<file path="src/hw/rtl/point_proximity_pruner_top_defines.svh">
// assertion macros for the point proximity pruner rtl
// included by modules that carry concurrent checks; no other dependencies
`ifndef POINT_PROXIMITY_PRUNER_TOP_DEFINES_SVH
`define POINT_PROXIMITY_PRUNER_TOP_DEFINES_SVH
`ifndef SYNTHESIS
`define PPP_ASSERT_IMP(lbl, clk, rst_n, ante, cons) \
  lbl: assert property (@(posedge clk) disable iff (!rst_n) (ante) |-> (cons)) \
    else $error("ppp check failed");
`define PPP_ASSERT_NEVER(lbl, clk, rst_n, cond) \
  lbl: assert property (@(posedge clk) disable iff (!rst_n) !(cond)) \
    else $error("ppp check failed");
`else
`define PPP_ASSERT_IMP(lbl, clk, rst_n, ante, cons)
`define PPP_ASSERT_NEVER(lbl, clk, rst_n, cond)
`endif
`endif

</file>
<file path="src/hw/rtl/ppp_pkg.sv">
// shared types and codes for the point proximity pruner
// used by ppp_mem, ppp_dist, ppp_ctrl and the top level; no dependencies
`default_nettype none

package ppp_pkg;

  // action codes of an input beat
  localparam logic [1:0] ACT_WRITE = 2'd0;
  localparam logic [1:0] ACT_PRUNE = 2'd1;
  localparam logic [1:0] ACT_READ  = 2'd2;

  // register index, taken from paddr[4:3]
  localparam logic [1:0] REG_LIMIT  = 2'd0;
  localparam logic [1:0] REG_COUNT  = 2'd1;
  localparam logic [1:0] REG_ACTIVE = 2'd2;

  localparam int        PADDR_W        = 5;
  localparam int        PDATA_W        = 64;
  localparam int        LIMIT_W        = 33;
  localparam int        CNT_W          = 7;
  localparam logic [CNT_W-1:0] ACTIVE_RESET = 7'd64;

  typedef struct packed {
    logic [1:0]  action;
    logic [5:0]  slot;
    logic [15:0] pos_x;
    logic [15:0] pos_y;
    logic        live;
    logic [7:0]  fail_iters;
  } in_item_t;

  typedef struct packed {
    logic [5:0]       out_slot;
    logic [15:0]      out_x;
    logic [15:0]      out_y;
    logic             out_live;
    logic [7:0]       out_fail;
    logic [CNT_W-1:0] live_total;
  } out_item_t;

  typedef struct packed {
    logic [15:0] x;
    logic [15:0] y;
  } pos_t;

  typedef struct packed {
    logic       live;
    logic [7:0] fail;
  } meta_t;

  typedef struct packed {
    logic rd_en;
    logic pos_we;
    logic meta_we;
  } mem_ctl_t;

  typedef struct packed {
    logic issue;
    logic flush;
  } dist_ctl_t;

  typedef struct packed {
    logic       vld;
    logic       close;
    logic       live;
    logic [7:0] fail;
  } pair_res_t;

  typedef enum logic [3:0] {
    ST_CLEAR,
    ST_IDLE,
    ST_WR_RD,
    ST_WR_UPD,
    ST_RD_RD,
    ST_PR_PASS,
    ST_PR_RD_I,
    ST_PR_LAT_I,
    ST_PR_SCAN,
    ST_RESULT
  } ctrl_state_t;

endpackage

`default_nettype wire

</file>
<file path="src/hw/rtl/point_proximity_pruner_top.sv">
// point proximity pruner: a table of tracked points with greedy distance pruning
// top level holds the configuration registers; uses ppp_pkg, ppp_mem, ppp_dist, ppp_ctrl
//
// Usage:
//   in channel (in_valid / in_stall / in_data) takes one command beat at a time:
//   write entry, run prune or read entry. out channel (out_valid / out_stall /
//   out_data) gives one beat for each read and each prune, none for a write.
//   Configuration registers sit on the APB-style port at byte addresses 0
//   (squared distance limit), 8 (count limit) and 16 (active entries).
//   A prune runs up to two passes, each only if the live count exceeds the
//   count limit at its start. The scan reads one earlier entry per cycle,
//   while the scanned entry stays live, from the single read port and pushes
//   it down a three stage distance pipeline; each new entry waits for that
//   pipeline to drain.
//   After reset the live/fail memory is swept to zero with in_stall high;
//   configuration writes are taken during the sweep.
//   A finished result sits in the output register while the next command is
//   accepted; a further result waits until out_stall drops.
`default_nettype none

module point_proximity_pruner_top #(
  parameter int TABLE_DEPTH = 64
) (
  input  wire logic                          clk,
  input  wire logic                          rst_n,
  input  wire logic                          in_valid,
  output logic                               in_stall,
  input  ppp_pkg::in_item_t                  in_data,
  output logic                               out_valid,
  input  wire logic                          out_stall,
  output ppp_pkg::out_item_t                 out_data,
  input  wire logic                          psel,
  input  wire logic                          penable,
  input  wire logic                          pwrite,
  input  wire logic [ppp_pkg::PADDR_W-1:0]   paddr,
  input  wire logic [ppp_pkg::PDATA_W-1:0]   pwdata,
  output logic [ppp_pkg::PDATA_W-1:0]        prdata,
  output logic                               pready
);
  import ppp_pkg::*;

  localparam int IDX_W = $clog2(TABLE_DEPTH);

  logic [LIMIT_W-1:0] limit_r;
  logic [CNT_W-1:0]   cnt_lim_r;
  logic [CNT_W-1:0]   active_r;
  logic               cfg_wr;
  logic [1:0]         reg_idx;

  mem_ctl_t         mem_ctl;
  logic [IDX_W-1:0] rd_addr, wr_addr, issue_idx, ev_idx;
  pos_t             wr_pos, rd_pos, i_pos;
  meta_t            wr_meta, rd_meta;
  dist_ctl_t        dctl;
  pair_res_t        ev;
  logic             dist_idle;

  assign pready  = 1'b1;
  assign cfg_wr  = psel & penable & pwrite;
  assign reg_idx = paddr[4:3];

  always_ff @(posedge clk) begin
    if (!rst_n) begin
      limit_r   <= '0;
      cnt_lim_r <= '0;
      active_r  <= ACTIVE_RESET;
    end else if (cfg_wr) begin
      unique case (reg_idx)
        REG_LIMIT:  limit_r   <= pwdata[LIMIT_W-1:0];
        REG_COUNT:  cnt_lim_r <= pwdata[CNT_W-1:0];
        REG_ACTIVE: active_r  <= pwdata[CNT_W-1:0];
        default:    ;
      endcase
    end
  end

  always_comb begin
    unique case (reg_idx)
      REG_LIMIT:  prdata = PDATA_W'(limit_r);
      REG_COUNT:  prdata = PDATA_W'(cnt_lim_r);
      REG_ACTIVE: prdata = PDATA_W'(active_r);
      default:    prdata = '0;
    endcase
  end

  ppp_mem #(.TABLE_DEPTH(TABLE_DEPTH)) u_mem (
    .clk     (clk),
    .mem_ctl (mem_ctl),
    .rd_addr (rd_addr),
    .wr_addr (wr_addr),
    .wr_pos  (wr_pos),
    .wr_meta (wr_meta),
    .rd_pos  (rd_pos),
    .rd_meta (rd_meta)
  );

  ppp_dist #(.TABLE_DEPTH(TABLE_DEPTH)) u_dist (
    .clk       (clk),
    .rst_n     (rst_n),
    .dctl      (dctl),
    .issue_idx (issue_idx),
    .i_pos     (i_pos),
    .j_pos     (rd_pos),
    .j_meta    (rd_meta),
    .limit     (limit_r),
    .ev        (ev),
    .ev_idx    (ev_idx),
    .idle      (dist_idle)
  );

  ppp_ctrl #(.TABLE_DEPTH(TABLE_DEPTH)) u_ctrl (
    .clk            (clk),
    .rst_n          (rst_n),
    .in_valid       (in_valid),
    .in_stall       (in_stall),
    .in_data        (in_data),
    .out_valid      (out_valid),
    .out_stall      (out_stall),
    .out_data       (out_data),
    .count_limit    (cnt_lim_r),
    .active_entries (active_r),
    .mem_ctl        (mem_ctl),
    .rd_addr        (rd_addr),
    .wr_addr        (wr_addr),
    .wr_pos         (wr_pos),
    .wr_meta        (wr_meta),
    .rd_pos         (rd_pos),
    .rd_meta        (rd_meta),
    .dctl           (dctl),
    .issue_idx      (issue_idx),
    .i_pos          (i_pos),
    .ev             (ev),
    .ev_idx         (ev_idx),
    .dist_idle      (dist_idle)
  );

endmodule

`default_nettype wire

</file>
<file path="src/hw/rtl/ppp_mem.sv">
// entry storage: position memory and live/fail memory, one read port each
// with registered read data and one write port; uses ppp_pkg
`default_nettype none

module ppp_mem #(
  parameter int TABLE_DEPTH = 64,
  localparam int IDX_W = $clog2(TABLE_DEPTH)
) (
  input  wire logic              clk,
  input  ppp_pkg::mem_ctl_t      mem_ctl,
  input  wire logic [IDX_W-1:0]  rd_addr,
  input  wire logic [IDX_W-1:0]  wr_addr,
  input  ppp_pkg::pos_t          wr_pos,
  input  ppp_pkg::meta_t         wr_meta,
  output ppp_pkg::pos_t          rd_pos,
  output ppp_pkg::meta_t         rd_meta
);
  import ppp_pkg::*;

  pos_t  pos_mem  [TABLE_DEPTH];
  meta_t meta_mem [TABLE_DEPTH];
  pos_t  rd_pos_r;
  meta_t rd_meta_r;

  always_ff @(posedge clk) begin
    if (mem_ctl.rd_en) begin
      rd_pos_r  <= pos_mem[rd_addr];
      rd_meta_r <= meta_mem[rd_addr];
    end
  end

  always_ff @(posedge clk) begin
    if (mem_ctl.pos_we) begin
      pos_mem[wr_addr] <= wr_pos;
    end
    if (mem_ctl.meta_we) begin
      meta_mem[wr_addr] <= wr_meta;
    end
  end

  assign rd_pos  = rd_pos_r;
  assign rd_meta = rd_meta_r;

endmodule

`default_nettype wire

</file>
<file path="src/hw/rtl/ppp_dist.sv">
// pair distance pipeline: abs difference, squares, sum and compare
// one pair enters per cycle, flush drops all pairs in flight; uses ppp_pkg
`default_nettype none

module ppp_dist #(
  parameter int TABLE_DEPTH = 64,
  localparam int IDX_W = $clog2(TABLE_DEPTH)
) (
  input  wire logic                         clk,
  input  wire logic                         rst_n,
  input  ppp_pkg::dist_ctl_t               dctl,
  input  wire logic [IDX_W-1:0]             issue_idx,
  input  ppp_pkg::pos_t                     i_pos,
  input  ppp_pkg::pos_t                     j_pos,
  input  ppp_pkg::meta_t                    j_meta,
  input  wire logic [ppp_pkg::LIMIT_W-1:0]  limit,
  output ppp_pkg::pair_res_t                ev,
  output logic [IDX_W-1:0]                  ev_idx,
  output logic                              idle
);
  import ppp_pkg::*;

  logic             v1_r, v2_r, v3_r;
  logic [IDX_W-1:0] idx1_r, idx2_r, idx3_r;
  logic [15:0]      dx_r, dy_r;
  logic             live2_r, live3_r;
  logic [7:0]       fail2_r, fail3_r;
  logic [31:0]      sqx_r, sqy_r;
  logic [15:0]      dx, dy;
  logic [LIMIT_W-1:0] dist_sq;

  // stage one lines up with the memory read data
  assign dx = (i_pos.x >= j_pos.x) ? (i_pos.x - j_pos.x) : (j_pos.x - i_pos.x);
  assign dy = (i_pos.y >= j_pos.y) ? (i_pos.y - j_pos.y) : (j_pos.y - i_pos.y);

  always_ff @(posedge clk) begin
    if (!rst_n) begin
      v1_r <= 1'b0;
      v2_r <= 1'b0;
      v3_r <= 1'b0;
    end else begin
      v1_r <= dctl.issue & ~dctl.flush;
      v2_r <= v1_r & ~dctl.flush;
      v3_r <= v2_r & ~dctl.flush;
    end
  end

  always_ff @(posedge clk) begin
    idx1_r  <= issue_idx;
    idx2_r  <= idx1_r;
    dx_r    <= dx;
    dy_r    <= dy;
    live2_r <= j_meta.live;
    fail2_r <= j_meta.fail;
    idx3_r  <= idx2_r;
    sqx_r   <= 32'(dx_r) * 32'(dx_r);
    sqy_r   <= 32'(dy_r) * 32'(dy_r);
    live3_r <= live2_r;
    fail3_r <= fail2_r;
  end

  assign dist_sq  = LIMIT_W'(sqx_r) + LIMIT_W'(sqy_r);
  assign ev.vld   = v3_r;
  assign ev.close = dist_sq < limit;
  assign ev.live  = live3_r;
  assign ev.fail  = fail3_r;
  assign ev_idx   = idx3_r;
  assign idle     = ~(v1_r | v2_r | v3_r);

endmodule

`default_nettype wire

</file>
<file path="src/hw/rtl/ppp_ctrl.sv">
// sequencer: clear sweep, entry write and read, the two prune passes,
// live counter and the result register; uses ppp_pkg and the assertion macros
`default_nettype none
`include "point_proximity_pruner_top_defines.svh"

module ppp_ctrl #(
  parameter int TABLE_DEPTH = 64,
  localparam int IDX_W = $clog2(TABLE_DEPTH)
) (
  input  wire logic                        clk,
  input  wire logic                        rst_n,
  input  wire logic                        in_valid,
  output logic                             in_stall,
  input  ppp_pkg::in_item_t                in_data,
  output logic                             out_valid,
  input  wire logic                        out_stall,
  output ppp_pkg::out_item_t               out_data,
  input  wire logic [ppp_pkg::CNT_W-1:0]   count_limit,
  input  wire logic [ppp_pkg::CNT_W-1:0]   active_entries,
  output ppp_pkg::mem_ctl_t                mem_ctl,
  output logic [IDX_W-1:0]                 rd_addr,
  output logic [IDX_W-1:0]                 wr_addr,
  output ppp_pkg::pos_t                    wr_pos,
  output ppp_pkg::meta_t                   wr_meta,
  input  ppp_pkg::pos_t                    rd_pos,
  input  ppp_pkg::meta_t                   rd_meta,
  output ppp_pkg::dist_ctl_t               dctl,
  output logic [IDX_W-1:0]                 issue_idx,
  output ppp_pkg::pos_t                    i_pos,
  input  ppp_pkg::pair_res_t               ev,
  input  wire logic [IDX_W-1:0]            ev_idx,
  input  wire logic                        dist_idle
);
  import ppp_pkg::*;

  localparam int SLOT_CMP_W = ((IDX_W > 6) ? IDX_W : 6) + 1;
  localparam int SCAN_W     = ((IDX_W + 1) > CNT_W) ? (IDX_W + 1) : CNT_W;
  localparam logic [IDX_W-1:0] LAST_IDX = IDX_W'(TABLE_DEPTH - 1);

  ctrl_state_t      state_r, state_nxt;
  in_item_t         item_r, item_nxt;
  logic             pass_r, pass_nxt;
  logic [IDX_W:0]   i_r, i_nxt;
  logic [IDX_W:0]   j_r, j_nxt;
  logic [IDX_W-1:0] clr_r, clr_nxt;
  logic [CNT_W-1:0] cnt_r, cnt_nxt;
  pos_t             ipos_r, ipos_nxt;
  logic [7:0]       ifail_r, ifail_nxt;
  logic             out_vld_r, out_vld_nxt;
  out_item_t        out_data_r, out_data_nxt;

  logic             slot_ok;
  logic [IDX_W-1:0] slot_addr;
  logic [SCAN_W-1:0] n_sat;
  logic [IDX_W:0]   n_cnt;
  logic             hit, drop_i, drop_j, is_read;
  out_item_t        res;

  assign slot_ok   = SLOT_CMP_W'(item_r.slot) < SLOT_CMP_W'(TABLE_DEPTH);
  assign slot_addr = IDX_W'(item_r.slot);
  assign n_sat     = (SCAN_W'(active_entries) > SCAN_W'(TABLE_DEPTH)) ?
                     SCAN_W'(TABLE_DEPTH) : SCAN_W'(active_entries);
  assign n_cnt     = (IDX_W + 1)'(n_sat);

  // pass one drops the entry with more failures (i on a tie), pass two drops i
  assign hit    = ev.vld && ev.live && ev.close && (state_r == ST_PR_SCAN);
  assign drop_i = hit && (pass_r || (ifail_r >= ev.fail));
  assign drop_j = hit && !drop_i;

  assign is_read = item_r.action == ACT_READ;

  always_comb begin
    res            = '0;
    res.live_total = cnt_r;
    if (is_read) begin
      res.out_slot = item_r.slot;
      if (slot_ok) begin
        res.out_x    = rd_pos.x;
        res.out_y    = rd_pos.y;
        res.out_live = rd_meta.live;
        res.out_fail = rd_meta.fail;
      end
    end
  end

  always_ff @(posedge clk) begin
    if (!rst_n) begin
      state_r   <= ST_CLEAR;
      pass_r    <= 1'b0;
      i_r       <= '0;
      j_r       <= '0;
      clr_r     <= '0;
      cnt_r     <= '0;
      out_vld_r <= 1'b0;
    end else begin
      state_r   <= state_nxt;
      pass_r    <= pass_nxt;
      i_r       <= i_nxt;
      j_r       <= j_nxt;
      clr_r     <= clr_nxt;
      cnt_r     <= cnt_nxt;
      out_vld_r <= out_vld_nxt;
    end
  end

  always_ff @(posedge clk) begin
    item_r     <= item_nxt;
    ipos_r     <= ipos_nxt;
    ifail_r    <= ifail_nxt;
    out_data_r <= out_data_nxt;
  end

  always_comb begin
    state_nxt    = state_r;
    item_nxt     = item_r;
    pass_nxt     = pass_r;
    i_nxt        = i_r;
    j_nxt        = j_r;
    clr_nxt      = clr_r;
    cnt_nxt      = cnt_r;
    ipos_nxt     = ipos_r;
    ifail_nxt    = ifail_r;
    out_vld_nxt  = out_vld_r && out_stall;
    out_data_nxt = out_data_r;
    in_stall     = 1'b1;
    mem_ctl      = '0;
    rd_addr      = slot_addr;
    wr_addr      = slot_addr;
    wr_pos       = '{x: item_r.pos_x, y: item_r.pos_y};
    wr_meta      = '{live: item_r.live, fail: item_r.fail_iters};
    dctl         = '0;

    unique case (state_r)
      ST_CLEAR: begin
        mem_ctl.meta_we = 1'b1;
        wr_addr         = clr_r;
        wr_meta         = '0;
        clr_nxt         = clr_r + IDX_W'(1);
        if (clr_r == LAST_IDX) begin
          state_nxt = ST_IDLE;
        end
      end
      ST_IDLE: begin
        in_stall = 1'b0;
        if (in_valid) begin
          item_nxt = in_data;
          unique case (in_data.action)
            ACT_WRITE: state_nxt = ST_WR_RD;
            ACT_PRUNE: begin
              pass_nxt  = 1'b0;
              state_nxt = ST_PR_PASS;
            end
            ACT_READ:  state_nxt = ST_RD_RD;
            default:   state_nxt = ST_IDLE;
          endcase
        end
      end
      ST_WR_RD: begin
        // fetch the old live mark for the counter
        if (slot_ok) begin
          mem_ctl.rd_en = 1'b1;
          state_nxt     = ST_WR_UPD;
        end else begin
          state_nxt = ST_IDLE;
        end
      end
      ST_WR_UPD: begin
        mem_ctl.pos_we  = 1'b1;
        mem_ctl.meta_we = 1'b1;
        if (item_r.live && !rd_meta.live) begin
          cnt_nxt = cnt_r + CNT_W'(1);
        end else if (!item_r.live && rd_meta.live) begin
          cnt_nxt = cnt_r - CNT_W'(1);
        end
        state_nxt = ST_IDLE;
      end
      ST_RD_RD: begin
        mem_ctl.rd_en = slot_ok;
        state_nxt     = ST_RESULT;
      end
      ST_PR_PASS: begin
        if (cnt_r > count_limit) begin
          i_nxt     = '0;
          state_nxt = ST_PR_RD_I;
        end else if (!pass_r) begin
          pass_nxt = 1'b1;
        end else begin
          state_nxt = ST_RESULT;
        end
      end
      ST_PR_RD_I: begin
        if (i_r >= n_cnt) begin
          if (!pass_r) begin
            pass_nxt  = 1'b1;
            state_nxt = ST_PR_PASS;
          end else begin
            state_nxt = ST_RESULT;
          end
        end else begin
          mem_ctl.rd_en = 1'b1;
          rd_addr       = i_r[IDX_W-1:0];
          state_nxt     = ST_PR_LAT_I;
        end
      end
      ST_PR_LAT_I: begin
        ipos_nxt  = rd_pos;
        ifail_nxt = rd_meta.fail;
        j_nxt     = '0;
        if (rd_meta.live && (i_r != '0)) begin
          state_nxt = ST_PR_SCAN;
        end else begin
          i_nxt     = i_r + (IDX_W + 1)'(1);
          state_nxt = ST_PR_RD_I;
        end
      end
      ST_PR_SCAN: begin
        dctl.issue    = (j_r < i_r) && !drop_i;
        mem_ctl.rd_en = dctl.issue;
        rd_addr       = j_r[IDX_W-1:0];
        if (dctl.issue) begin
          j_nxt = j_r + (IDX_W + 1)'(1);
        end
        if (drop_i) begin
          // i is gone: its pair loop ends, pairs in flight are discarded
          mem_ctl.meta_we = 1'b1;
          wr_addr         = i_r[IDX_W-1:0];
          wr_meta         = '0;
          cnt_nxt         = cnt_r - CNT_W'(1);
          dctl.flush      = 1'b1;
          i_nxt           = i_r + (IDX_W + 1)'(1);
          state_nxt       = ST_PR_RD_I;
        end else begin
          if (drop_j) begin
            mem_ctl.meta_we = 1'b1;
            wr_addr         = ev_idx;
            wr_meta         = '0;
            cnt_nxt         = cnt_r - CNT_W'(1);
          end
          if ((j_r == i_r) && dist_idle) begin
            i_nxt     = i_r + (IDX_W + 1)'(1);
            state_nxt = ST_PR_RD_I;
          end
        end
      end
      ST_RESULT: begin
        if (!out_vld_r || !out_stall) begin
          out_vld_nxt  = 1'b1;
          out_data_nxt = res;
          state_nxt    = ST_IDLE;
        end
      end
      default: begin
        state_nxt = ST_IDLE;
      end
    endcase
  end

  assign issue_idx = j_r[IDX_W-1:0];
  assign i_pos     = ipos_r;
  assign out_valid = out_vld_r;
  assign out_data  = out_data_r;

  `PPP_ASSERT_NEVER(a_rw_same_entry, clk, rst_n, mem_ctl.rd_en && (mem_ctl.pos_we || mem_ctl.meta_we) && (rd_addr == wr_addr))
  `PPP_ASSERT_IMP(a_idle_before_next_i, clk, rst_n, state_r == ST_PR_RD_I, dist_idle)
  `PPP_ASSERT_IMP(a_ev_only_in_scan, clk, rst_n, ev.vld, state_r == ST_PR_SCAN)
  `PPP_ASSERT_IMP(a_cnt_single_step, clk, rst_n, $past(rst_n) && (cnt_r != $past(cnt_r)), (cnt_r == $past(cnt_r) + 7'd1) || (cnt_r == $past(cnt_r) - 7'd1))

endmodule

`default_nettype wire

</file>
<file path="config.mk">
export PLATFORM = sky130hd
export DESIGN_NAME = point_proximity_pruner_top
export DESIGN_NICKNAME = d
export VERILOG_FILES = /design/src/hw/rtl/ppp_pkg.sv /design/src/hw/rtl/point_proximity_pruner_top.sv /design/src/hw/rtl/ppp_mem.sv /design/src/hw/rtl/ppp_dist.sv /design/src/hw/rtl/ppp_ctrl.sv
export VERILOG_INCLUDE_DIRS = /design/src /design/src/hw/rtl
export SDC_FILE = /design/constraint.sdc
export NUM_CORES = 2
export LEC_CHECK = 0
export ABC_CLOCK_PERIOD_IN_PS = 11300
export BUFFER_PORTS_ARGS = -buffer_cell sky130_fd_sc_hd__buf_2
export CORE_ASPECT_RATIO = 1.75
export CORE_MARGIN = 4
export CORE_UTILIZATION = 60
export DETAILED_ROUTE_END_ITERATION = 7
export PLACE_DENSITY = 0.77
export SETUP_SLACK_MARGIN = 0.02
export SYNTH_ARGS = -nofsm -noshare
export SYNTH_HDL_FRONTEND = slang
export SYNTH_SLANG_ARGS = --single-unit
</file>
<file path="constraint.sdc">
create_clock -name clk -period 11.3 [get_ports clk]
set_clock_uncertainty 0.1 [all_clocks]
set_input_delay 1.13 -clock clk [delete_from_list [all_inputs] [get_ports clk]]
set_output_delay 1.13 -clock clk [all_outputs]
set_load 0.05 [all_outputs]
</file>
==> results.cfg <==
[die]
row_count = 229
ios = 246
coreArea_sq_um = 223000
start_util_pct = 60.4
dieWidth_um = 366
fp.dieH_um = 635
die_area_sq_um = 232000

[outcome]
status = finished with violations
failed_checks = DRC, capacitance limit, slew limit

[finish]
multi_input_area_sq_um = 42300
drive_above_1_share_pct = 10.9
layout_commonest_cell = edfxtp_1
fill_cells = 14919
final-seq-area_sq_um = 88600
finalNetCount = 10873
mostFrequentLayoutCells = edfxtp_1 (2808), nand2_1 (1972), inv_1 (618)
syn_to_final_growth_pct = 10.0

[synth]
ys_ff_latch = 3021
avgSynthCellArea_sq_um = 13.6
synth_area_sq_um = 135000
synthCells = 9889
synth-edff-count = 2808
synth_xor_area_share_pct = 0.891
synth_fa_ha_area_share_pct = 8.31
ys_seq_area_share_pct = 65.8
yosys.area.top_type_share_pct = 62.6
ys_async_sr_fraction_pct = 0
synth_cell_types = 83
yosysWarnings = 0
synth_area_leader_cell = edfxtp_1
synthSimpleGateAreaFrac_pct = 11.6
synthMuxAreaShare_pct = 5.05
synth_compound_area_share_pct = 4.91
yosys_most_used_dff = edfxtp_1
synth_top_family_by_area = simple AND/OR/NAND/NOR gates
synthTopCellsByArea = edfxtp_1 (63%), nand2_1 (5.5%), fa_1 (4.9%), mux4_2 (3.5%), ha_1 (3.4%)

[critical_path]
critPathKind = flop to flop
start_kind = flop
crit_required_ns = 11.65
r2r-start = u_dist.sqy_r[3]
r2r_end = u_mem.pos_mem[52][22]
crit_arrival_ns = 8.70
end_kind = flop
critical_path.max_fanout = 32
rrSetupSlack_ns = 2.94
r2r_cells = 20

[clock_tree]
hold_buffers = 0
cts.repair.resized = 0
clkTransAtPathRegs_ns = 0.06
cts_tree = done
cts_buffer_depth = 4
h-tree-depth = 5
cts_num_sinks = 3021
postCtsSetupRepairBufs = 0
cts_buffers = 271
clock_latency_ns = 0.90
cts_root_buffer = clkbuf_16

[route]
viasPerCell = 6.40
wirelength_mm = 375
wl_per_cell_um = 28.4
via_count = 84524
antenna_left = 0
drt_iter0_markers = 9704
drc = 9
firstDrtPassIters = 8

[grt]
grtUsageMet3_pct = 5.25
grt_pass1_wl_mm = 545
grt_max_degree = 183
grt_pass1_vias = 85984
grt-busiest-layer = met2
grt_remaining_overflow = 0
gr-usage-all-layers_pct = 31.7
met1_usage_pct = 34.5
antenna_found_initial = 30
use_met2_pct = 54.6

[sta]
rsz0062_at_grt = false
slew_headroom_pct = -4.12
slew_violations = 2
tightest_slew_ns = 1.56
fmax_mhz = 120
fin_setup_tns_ns = 0
final-hold-violation-count = 0
finalCritPeriodShare_pct = 73.9
setup_viol = 0
fin_crit_ns = 8.36

[min_path]
holdPathStages = 0
holdPathEnd = u_dist.fail3_r[0]
min_from = u_dist.fail2_r[0]
hp-class = flop to flop

[placed_design]
dp_hpwl_mm = 236
numPortBuffers = 179
gp_congestion = 0.966

[flow_run]
cap_violations = 1
==> critical path: stages (launching register included) <==
cell and delay [ns]:
dfxtp_1 0.31, ha_1 0.31, a21o_1 0.17, a21oi_1 0.13, o21ai_0 0.41, a32oi_1 0.18
a211oi_1 0.66, a211oi_1 0.27, o21ai_0 0.33, nor2_1 0.09, xnor2_1 0.16, ha_1 0.26
a21o_1 0.18, a21oi_1 0.17, o21ai_0 0.17, nor2_1 0.63, a32oi_1 0.32, o21a_1 0.25
a221oi_1 0.67, nand2_1 0.85, nor2_4 1.27
==> through the flow <==
step           instances  hold WS, ns  cell area (sq um)  worst slack, ns  utilization, %
3_3_place_gp       12666        0.210             139000             3.19            62.5
4_1_cts            13137        0.224             148000             3.00            66.4
6_report           13207        0.226             148000             2.94            66.4
5_1_grt            13203        0.229             148000             2.54            66.4
2_1_floorplan       9919        0.210             135000             4.78               -
3_5_place_dp       12666        0.212             139000             3.07            62.5
==> cells by family after synthesis <==
family,Yosys count
mux,418
compound gates,972
simple gates,3510
fa+ha+maj,695
flops,3021
other cells,2
xor+xnor,137
buf+inv,1134
==> synth_stat cells, drive strengths merged, types with 28 or more instances <==
cell and instances:
nor2b 48, xor2 48, buf 260, o22ai 31, dfxtp 213, nand2b 28, a21oi 229, mux4 208
nor4 29, nor2 324, a211oi 45, o211ai 54, xnor2 89, edfxtp 2808, and4 35, and2 147
a31oi 155, clkbuf 254, and3 102, o21ai 102, fa 332, mux2i 198, a21o 57, ha 363
nand4 110, nand3 608, nand2 1973, nor3 60, a32oi 152, inv 620
==> routing by layer <==
layer  vias up  share of wire [%]
li1      36190                  -
met1     42030                 32
met2      5023                 50
met3      1255                8.7
met4        26                9.8
met5         -              0.045
==> registers in the layout, indices dropped and copies added, names as in the netlist, 8 cells and up <==
signal,cells
limit_r,33
u_ctrl.i_pos,32
u_ctrl.ifail_r,8
u_ctrl.item_r,11
u_ctrl.out_data,54
u_ctrl.wr_pos,32
u_dist.dx_r,16
u_dist.dy_r,16
u_dist.fail2_r,8
u_dist.fail3_r,8
u_dist.sqx_r,31
u_dist.sqy_r,31
u_mem.meta_mem,576
u_mem.pos_mem,2048
u_mem.rd_meta,9
u_mem.rd_pos,32
==> worst max-delay path by stage <==
| stage | slack (ns) | depth (start not counted) | startpoint | to |
|---|---|---|---|---|
| 2_1_floorplan | 4.78 | 9 | active_r[6] | u_mem.rd_meta[0] |
| 4_1_cts | 3.00 | 20 | u_dist.sqy_r[3] | u_mem.pos_mem[52][19] |
| 6_report | 2.94 | 20 | u_dist.sqy_r[3] | u_mem.pos_mem[52][22] |
| 3_5_place_dp | 3.07 | 20 | u_dist.sqy_r[3] | u_mem.pos_mem[52][23] |
| 5_1_grt | 2.54 | 20 | u_dist.sqy_r[3] | u_mem.pos_mem[52][20] |
| 3_3_place_gp | 3.19 | 20 | u_dist.sqy_r[3] | u_mem.pos_mem[52][16] |
==> area by class of cell <==
class / instances / area share [%]
inverter: 620 / 1.57
clock inverter: 139 / 0.923
timing repair buffer: 375 / 1.70
multi-input combinational: 5764 / 28.6
sequential: 3021 / 59.8
tap: 2887 / 2.44
clock buffer: 332 / 4.88
antenna: 69 / 0.117
Power is left out: the tool's default activity adds up to more than one toggle a clock period on the data nets, which glitch-free logic cannot reach.
